`config.mk`:
```
export PLATFORM = sky130hd
export DESIGN_NAME = encoder_detent_and_button_events
export DESIGN_NICKNAME = d
export VERILOG_FILES = /design/src/hdl/encbtn_pkg.sv /design/src/hdl/encoder_detent_and_button_events.sv /design/src/hdl/encbtn_detent.sv /design/src/hdl/encbtn_switch.sv
export SDC_FILE = /design/constraint.sdc
export NUM_CORES = 1
export LEC_CHECK = 0
export CELL_PAD_IN_SITES_DETAIL_PLACEMENT = 0
export CELL_PAD_IN_SITES_GLOBAL_PLACEMENT = 1
export CORE_ASPECT_RATIO = 0.75
export CORE_MARGIN = 3
export CORE_UTILIZATION = 34
export DETAILED_ROUTE_END_ITERATION = 6
export DONT_BUFFER_PORTS = 1
export PLACE_DENSITY_LB_ADDON = 0.1
export SLEW_MARGIN = 20
export SYNTH_ARGS = -nofsm -noshare
export SYNTH_HDL_FRONTEND = slang
export SYNTH_SLANG_ARGS = --single-unit
```
`constraint.sdc`:
```
create_clock -name clk -period 10 [get_ports clk]
set_clock_uncertainty 0.1 [all_clocks]
set_input_delay 2 -clock clk [delete_from_list [all_inputs] [get_ports clk]]
set_output_delay 2 -clock clk [all_outputs]
set_load 0.02 [all_outputs]
```
`src/hdl/encbtn_pkg.sv`:
```
`timescale 1ns / 1ps

package encbtn_pkg;

    localparam int TIMER_BITS_DEFAULT = 16;

    localparam int CFG_INDEX_BITS = 3;
    localparam int CFG_DATA_BITS  = 16;

    typedef logic [CFG_INDEX_BITS-1:0] cfg_index_t;

    localparam cfg_index_t CFG_STEPS_PER_DETENT  = 3'd0;
    localparam cfg_index_t CFG_DEBOUNCE_TICKS    = 3'd1;
    localparam cfg_index_t CFG_LONG_PRESS_TICKS  = 3'd2;
    localparam cfg_index_t CFG_MIN_SHORT_TICKS   = 3'd3;
    localparam cfg_index_t CFG_SWITCH_ACTIVE_LOW = 3'd4;

    localparam logic [3:0]  RST_STEPS_PER_DETENT  = 4'd4;
    localparam logic [7:0]  RST_DEBOUNCE_TICKS    = 8'd25;
    localparam logic [15:0] RST_LONG_PRESS_TICKS  = 16'd700;
    localparam logic [15:0] RST_MIN_SHORT_TICKS   = 16'd25;
    localparam logic        RST_SWITCH_ACTIVE_LOW = 1'b1;

    localparam logic [3:0] DETENT_MIN = 4'd1;
    localparam logic [3:0] DETENT_MAX = 4'd8;

    localparam logic signed [9:0] ROT_MAX = 10'sd127;
    localparam logic signed [9:0] ROT_MIN = -10'sd127;

    localparam logic [1:0] PINS_IDLE = 2'b11;

    localparam int IN_BYTES  = 1;
    localparam int OUT_BYTES = 2;

    typedef struct packed {
        logic stable;
        logic long_taken;
        logic short_taken;
    } sw_status_t;

    // gray-code step for {previous pins, current pins}
    function automatic logic signed [1:0] gray_step(input logic [3:0] idx);
        logic signed [1:0] s;
        case (idx)
            4'd1, 4'd7, 4'd8, 4'd14:  s = -2'sd1;
            4'd2, 4'd4, 4'd11, 4'd13: s = 2'sd1;
            default:                  s = 2'sd0;
        endcase
        return s;
    endfunction

    // whole detents in a step magnitude of at most eight
    function automatic logic [3:0] detent_quot(input logic [3:0] mag, input logic [3:0] spd);
        logic [3:0] q;
        logic [7:0] prod;
        q = 4'd0;
        for (int k = 1; k <= 8; k++) begin
            prod = 8'(k) * {4'd0, spd};
            if ({4'd0, mag} >= prod) begin
                q = 4'(k);
            end
        end
        return q;
    endfunction

endpackage

```
`src/hdl/encoder_detent_and_button_events.sv`:
```
`timescale 1ns / 1ps

// channel   dir  handshake         payload
// s_*       in   s_tvalid/tready   tick sample: pins, switch level, take flag
// m_*       out  m_tvalid/tready   taken rotation, press flags, debounced switch
// cfg_*     in   cfg_we            register index and write data
//
// one result per sample; a sample is taken every cycle while the output
// register is empty or being drained, result appears in the cycle after accept
// all tracking state updates in the accept cycle and lands in the output register
// m_tready low holds the result and blocks new samples until it is taken
// rst_n clears all state but the output data register and loads the register defaults

module encoder_detent_and_button_events
    import encbtn_pkg::*;
#(
    parameter int TIMER_BITS = TIMER_BITS_DEFAULT
)
(
    input  logic                      clk,
    input  logic                      rst_n,
    input  logic                      s_tvalid,
    output logic                      s_tready,
    input  logic [IN_BYTES*8-1:0]     s_tdata,   // pin_a, pin_b, switch_level, take_events
    output logic                      m_tvalid,
    input  logic                      m_tready,
    output logic [OUT_BYTES*8-1:0]    m_tdata,   // rotation_taken[7:0], short_taken,
                                                 // long_taken, switch_stable
    input  logic                      cfg_we,
    input  cfg_index_t                cfg_addr,
    input  logic [CFG_DATA_BITS-1:0]  cfg_wdata
);

    logic [3:0]  steps_per_detent_reg;
    logic [7:0]  debounce_ticks_reg;
    logic [15:0] long_press_ticks_reg;
    logic [15:0] min_short_ticks_reg;
    logic        switch_active_low_reg;

    logic                   out_valid_reg;
    logic [OUT_BYTES*8-1:0] out_data_reg, out_data_next;

    logic              accept;
    logic              pin_a, pin_b, switch_level, take_events;
    logic              pressed;
    logic signed [7:0] rotation_taken;
    sw_status_t        sw_status;

    assign pin_a        = s_tdata[0];
    assign pin_b        = s_tdata[1];
    assign switch_level = s_tdata[2];
    assign take_events  = s_tdata[3];

    assign s_tready = !out_valid_reg || m_tready;
    assign accept   = s_tvalid && s_tready;
    assign pressed  = switch_active_low_reg ? !switch_level : switch_level;

    always_ff @(posedge clk or negedge rst_n)
    begin
        if (!rst_n) begin
            steps_per_detent_reg  <= RST_STEPS_PER_DETENT;
            debounce_ticks_reg    <= RST_DEBOUNCE_TICKS;
            long_press_ticks_reg  <= RST_LONG_PRESS_TICKS;
            min_short_ticks_reg   <= RST_MIN_SHORT_TICKS;
            switch_active_low_reg <= RST_SWITCH_ACTIVE_LOW;
        end else if (cfg_we) begin
            case (cfg_addr)
                CFG_STEPS_PER_DETENT:  steps_per_detent_reg  <= cfg_wdata[3:0];
                CFG_DEBOUNCE_TICKS:    debounce_ticks_reg    <= cfg_wdata[7:0];
                CFG_LONG_PRESS_TICKS:  long_press_ticks_reg  <= cfg_wdata[15:0];
                CFG_MIN_SHORT_TICKS:   min_short_ticks_reg   <= cfg_wdata[15:0];
                CFG_SWITCH_ACTIVE_LOW: switch_active_low_reg <= cfg_wdata[0];
                default: ;
            endcase
        end
    end

    encbtn_detent u_detent (
        .clk              (clk),
        .rst_n            (rst_n),
        .advance          (accept),
        .take             (take_events),
        .pin_a            (pin_a),
        .pin_b            (pin_b),
        .steps_per_detent (steps_per_detent_reg),
        .rotation_taken   (rotation_taken)
    );

    encbtn_switch #(
        .TIMER_BITS (TIMER_BITS)
    ) u_switch (
        .clk              (clk),
        .rst_n            (rst_n),
        .advance          (accept),
        .take             (take_events),
        .pressed          (pressed),
        .debounce_ticks   (debounce_ticks_reg),
        .long_press_ticks (long_press_ticks_reg),
        .min_short_ticks  (min_short_ticks_reg),
        .status           (sw_status)
    );

    always_comb
    begin
        out_data_next       = '0;
        out_data_next[7:0]  = rotation_taken;
        out_data_next[8]    = sw_status.short_taken;
        out_data_next[9]    = sw_status.long_taken;
        out_data_next[10]   = sw_status.stable;
    end

    always_ff @(posedge clk or negedge rst_n)
    begin
        if (!rst_n) begin
            out_valid_reg <= 1'b0;
        end else if (accept) begin
            out_valid_reg <= 1'b1;
        end else if (m_tready) begin
            out_valid_reg <= 1'b0;
        end
    end

    always_ff @(posedge clk)
    begin
        if (accept) begin
            out_data_reg <= out_data_next;
        end
    end

    assign m_tvalid = out_valid_reg;
    assign m_tdata  = out_data_reg;

endmodule

```
`src/hdl/encbtn_detent.sv`:
```
`timescale 1ns / 1ps

module encbtn_detent
    import encbtn_pkg::*;
(
    input  logic              clk,
    input  logic              rst_n,
    input  logic              advance,
    input  logic              take,
    input  logic              pin_a,
    input  logic              pin_b,
    input  logic [3:0]        steps_per_detent,
    output logic signed [7:0] rotation_taken
);

    logic [1:0]        last_pins_reg, last_pins_next;
    logic signed [3:0] step_sum_reg, step_sum_next;
    logic signed [7:0] pending_reg, pending_next;

    logic [3:0]        spd;
    logic [1:0]        pins;
    logic signed [4:0] sum5;
    logic signed [4:0] mag5;
    logic [3:0]        mag;
    logic [3:0]        quot;
    logic [7:0]        used;
    logic [3:0]        rem;
    logic signed [4:0] delta;
    logic signed [9:0] pend_sum;
    logic signed [7:0] pend_sat;

    always_comb
    begin
        if (steps_per_detent < DETENT_MIN) begin
            spd = DETENT_MIN;
        end else if (steps_per_detent > DETENT_MAX) begin
            spd = DETENT_MAX;
        end else begin
            spd = steps_per_detent;
        end

        pins = {pin_a, pin_b};
        sum5 = 5'(step_sum_reg) + 5'(gray_step({last_pins_reg, pins}));
        mag5 = sum5[4] ? -sum5 : sum5;
        mag  = mag5[3:0];
        quot = detent_quot(mag, spd);
        used = {4'd0, quot} * {4'd0, spd};
        rem  = mag - used[3:0];
        delta = sum5[4] ? -$signed({1'b0, quot}) : $signed({1'b0, quot});

        last_pins_next = last_pins_reg;
        step_sum_next  = step_sum_reg;
        pend_sum       = 10'(pending_reg);
        if (pins != last_pins_reg) begin
            last_pins_next = pins;
            step_sum_next  = sum5[4] ? -$signed(rem) : $signed(rem);
            pend_sum       = 10'(pending_reg) + 10'(delta);
        end

        if (pend_sum > ROT_MAX) begin
            pend_sat = 8'(ROT_MAX);
        end else if (pend_sum < ROT_MIN) begin
            pend_sat = 8'(ROT_MIN);
        end else begin
            pend_sat = pend_sum[7:0];
        end

        rotation_taken = take ? pend_sat : 8'sd0;
        pending_next   = take ? 8'sd0 : pend_sat;
    end

    always_ff @(posedge clk or negedge rst_n)
    begin
        if (!rst_n) begin
            last_pins_reg <= PINS_IDLE;
            step_sum_reg  <= 4'sd0;
            pending_reg   <= 8'sd0;
        end else if (advance) begin
            last_pins_reg <= last_pins_next;
            step_sum_reg  <= step_sum_next;
            pending_reg   <= pending_next;
        end
    end

endmodule

```
`src/hdl/encbtn_switch.sv`:
```
`timescale 1ns / 1ps

module encbtn_switch
    import encbtn_pkg::*;
#(
    parameter int TIMER_BITS = TIMER_BITS_DEFAULT
)
(
    input  logic        clk,
    input  logic        rst_n,
    input  logic        advance,
    input  logic        take,
    input  logic        pressed,
    input  logic [7:0]  debounce_ticks,
    input  logic [15:0] long_press_ticks,
    input  logic [15:0] min_short_ticks,
    output sw_status_t  status
);

    localparam int CW = (TIMER_BITS > 16) ? TIMER_BITS : 16;

    logic                  raw_reg, raw_next;
    logic                  stable_reg, stable_next;
    logic [TIMER_BITS-1:0] since_reg, since_next;
    logic [TIMER_BITS-1:0] held_reg, held_next;
    logic                  long_fired_reg, long_fired_next;
    logic                  short_pend_reg, short_pend_next;
    logic                  long_pend_reg, long_pend_next;
    logic                  short_new, long_new;

    always_comb
    begin
        raw_next        = raw_reg;
        stable_next     = stable_reg;
        long_fired_next = long_fired_reg;
        short_new       = short_pend_reg;
        long_new        = long_pend_reg;

        held_next = (held_reg == '1) ? held_reg : held_reg + 1'b1;
        if (pressed != raw_reg) begin
            raw_next   = pressed;
            since_next = '0;
        end else begin
            since_next = (since_reg == '1) ? since_reg : since_reg + 1'b1;
        end

        if (CW'(since_next) >= CW'(debounce_ticks)) begin
            if (pressed != stable_reg) begin
                stable_next = pressed;
                if (pressed) begin
                    held_next       = '0;
                    long_fired_next = 1'b0;
                end else begin
                    if (!long_fired_reg && CW'(held_next) >= CW'(min_short_ticks)) begin
                        short_new = 1'b1;
                    end
                    long_fired_next = 1'b0;
                end
            end else if (stable_reg && !long_fired_reg
                         && CW'(held_next) >= CW'(long_press_ticks)) begin
                long_fired_next = 1'b1;
                long_new        = 1'b1;
            end
        end

        status.stable      = stable_next;
        status.short_taken = take & short_new;
        status.long_taken  = take & long_new;
        short_pend_next    = short_new & ~take;
        long_pend_next     = long_new & ~take;
    end

    always_ff @(posedge clk or negedge rst_n)
    begin
        if (!rst_n) begin
            raw_reg        <= 1'b0;
            stable_reg     <= 1'b0;
            since_reg      <= '0;
            held_reg       <= '0;
            long_fired_reg <= 1'b0;
            short_pend_reg <= 1'b0;
            long_pend_reg  <= 1'b0;
        end else if (advance) begin
            raw_reg        <= raw_next;
            stable_reg     <= stable_next;
            since_reg      <= since_next;
            held_reg       <= held_next;
            long_fired_reg <= long_fired_next;
            short_pend_reg <= short_pend_next;
            long_pend_reg  <= long_pend_next;
        end
    end

endmodule
```
==> results.yml <==
detailed_routing:
  ant_nets: 0
  postRouteWirelength_um: 21100
  dr.pass1.iters: 4
  dr.first_iter.drc_count: 389
  drc_errors: 0
  vias_per_cell: 5.03
  dr_total_vias: 6361
  routedWlPerCell_um: 16.7
global_route:
  grt_max_degree: 98
  grtUsageTotal_pct: 16.7
  grt_pass1_vias: 6188
  grt_first_pass_wirelength_um: 34600
  grt.overflow.total: 0
  grt_antenna_before_repair: 0
sta:
  finalCritPeriodShare_pct: 91.8
  min_period_ps: 9180
  whs_ps: 397
  fmax_mhz: 109
  hold_viol_final: 0
  tns_ps: 0
  drv_slew: 0
  setup_viol: 0
  maxSlewHeadroom_pct: 40.9
  rsz0062_at_grt: "false"
  max_slew.worst_pin.slew_ps: 879
setup_path:
  slowest_stage: "a211oi_1"
  ff2ff_path_depth: 32
  critPathKind: "in2reg"
  worstPathMaxFanout: 6
  timing.rr.start: "u_detent.last_pins_reg[1]$_DFFE_PN1P_"
  cp.arrival_ps: 9360
  rr_endpoint: "u_detent.pending_reg[1]$_DFFE_PN0P_"
  crit_path_end_kind: "flop"
  cp.required_ps: 10170
  r2r_slack_ps: 2110
  crit_top_cell: "ha_1"
  start_kind: "input port"
  cpPeakStageDelay_ps: 500
job:
  cap_violations: 0
floorplanning:
  die_y_um: 141
  die_x_um: 186
  fp.dieArea_um2: 26300
  core-area_um2: 23500
  initial_core_util_pct: 35.3
  io_pins: 50
  row_count: 48
logic_synthesis:
  synth_cell_types: 77
  synth.top_cell.area_share_pct: 24.5
  synthMostInstantiatedCell: "nand2_1"
  synth_area_um2: 8280
  synth_common_cells: "nand2_1, ha_1, dfrtp_1, inv_1, o21ai_0"
  yosysWarnings: 0
  synth_top_area_cell: "dfrtp_1"
  synthCells: 927
  synth_seq_area_share_pct: 33.5
  syn_area_per_cell_um2: 8.93
  ys_seq_elements: 108
  synth.area.top_cells: "dfrtp_1, ha_1, nand2_1, dfstp_2, o21ai_0"
  synth_ff_type: "dfrtp_1"
  async_reset_ff_share_pct: 89.8
  synth-edff-count: 11
placement:
  gp_congestion: 0.770
  place_hpwl_um: 15600
  placed_area_um2: 8770
  portBuffers: 0
clocking:
  clockRootBuffer: "clkbuf_16"
  clock_latency_ps: 360
  cts_max_level: 3
  path_clk_slew_ps: 70
  holdBufCountCts: 0
  cts.repair_timing.setup_buffer_count: 0
  cts_tree: "done"
  clock_path_buffers: 2
  clock-sinks: 108
  cts_made_buffers: 9
  ctsResizeCount: 0
layout:
  fill_cells: 2401
  final_area_um2: 9070
  antennaDiodeCount: 0
  area_growth_pct: 9.55
  drive_above_1_share_pct: 10.2
  final_nets: 1063
hold_path:
  min_to: "u_switch.long_pend_reg$_DFFE_PN0P_"
  hp-class: "reg2reg"
  min_path_cells: 2
  hold_start: "u_switch.long_pend_reg$_DFFE_PN0P_"
status:
  status: "finished, final reports clean"
## placed cells by master (no fill, tap or decap), drive strengths merged, types with 4 or more instances in the layout
master and instances:
a211o 4, buf 23, and2 5, or3 10
a211oi 8, xor2 15, xnor2 35, a21o 27
inv 74, nor2 47, nand3b 4, a2111oi 4
o21ai 78, fa 10, clkbuf 10, o2111a 4
o211ai 4, ha 87, o21a 6, nor3 19
mux2i 6, mux2 25, dfrtp 81, nand3 23
edfxtp 11, dfstp 16, conb 5, nand4 10
nand2b 20, and3 8, a31oi 9, o31ai 13
nor2b 10, a21oi 41, nand2 131
## critical path: cells and delay by family
kind,cells,cell delay [ps]
AOI/OAI and AO/OA,16,3340
xor gates and xnor gates,1,160
adders and majority gates,6,1840
buffers and inverters,4,460
and+or+nand+nor,6,1540
## per-stage QoR
stage | setup slack (ps) | cells | utilization [%]
after detailed placement | 432 | 1248 | 37.3
after global routing | 130 | 1264 | 38.6
after floorplan | 1200 | 931 | -
after global placement | 419 | 1248 | 37.3
final | 818 | 1264 | 38.6
after CTS | 820 | 1264 | 38.6
## per-layer routing
metal / vias to the layer above / track usage, % / routed length, um
met5: - / 0 / 0
met4: 0 / 2.23 / 112
met3: 7 / 3.89 / 1030
met2: 102 / 21.7 / 7820
met1: 2961 / 27.9 / 12200
li1: 3291 / - / -
## worst max path at each step
stage                           from                                   end  slack [ps]  depth (start not counted)
after floorplan           s_tdata[0]              m_tdata[4]$_SDFFCE_PN0P_        1200                         32
after global placement    s_tdata[0]  u_detent.step_sum_reg[3]$_DFFE_PN0P_         420                         33
after detailed placement  s_tdata[0]  u_detent.step_sum_reg[3]$_DFFE_PN0P_         430                         33
after CTS                 s_tdata[0]  u_detent.step_sum_reg[3]$_DFFE_PN0P_         820                         33
after global routing      s_tdata[0]   u_detent.pending_reg[1]$_DFFE_PN0P_         130                         33
final                     s_tdata[0]   u_detent.pending_reg[1]$_DFFE_PN0P_         820                         33
## layout make-up
cell class / count / area (um^2) / area share (%)
Multi-Input combinational cell: 719 / 5140 / 56.6
Timing Repair Buffer: 23 / 173 / 1.90
Inverter: 73 / 274 / 3.02
Tap cell: 325 / 407 / 4.48
Clock inverter: 6 / 72.6 / 0.800
Clock buffer: 10 / 229 / 2.52
Sequential cell: 108 / 2780 / 30.6
## cell families after synthesis
kind of cell / after synthesis / synth area share, %
simple gates: 305 / 17.8
compound gates: 227 / 17.8
flops: 108 / 33.5
mux: 32 / 4.40
xor+xnor: 50 / 5.38
buf+inv: 104 / 5.05
fa+ha+maj: 100 / 15.9
other cells: 1 / 0.0453
Power is not shown: default switching activity piles up to over one toggle a cycle in this logic, so the estimate is an artifact.
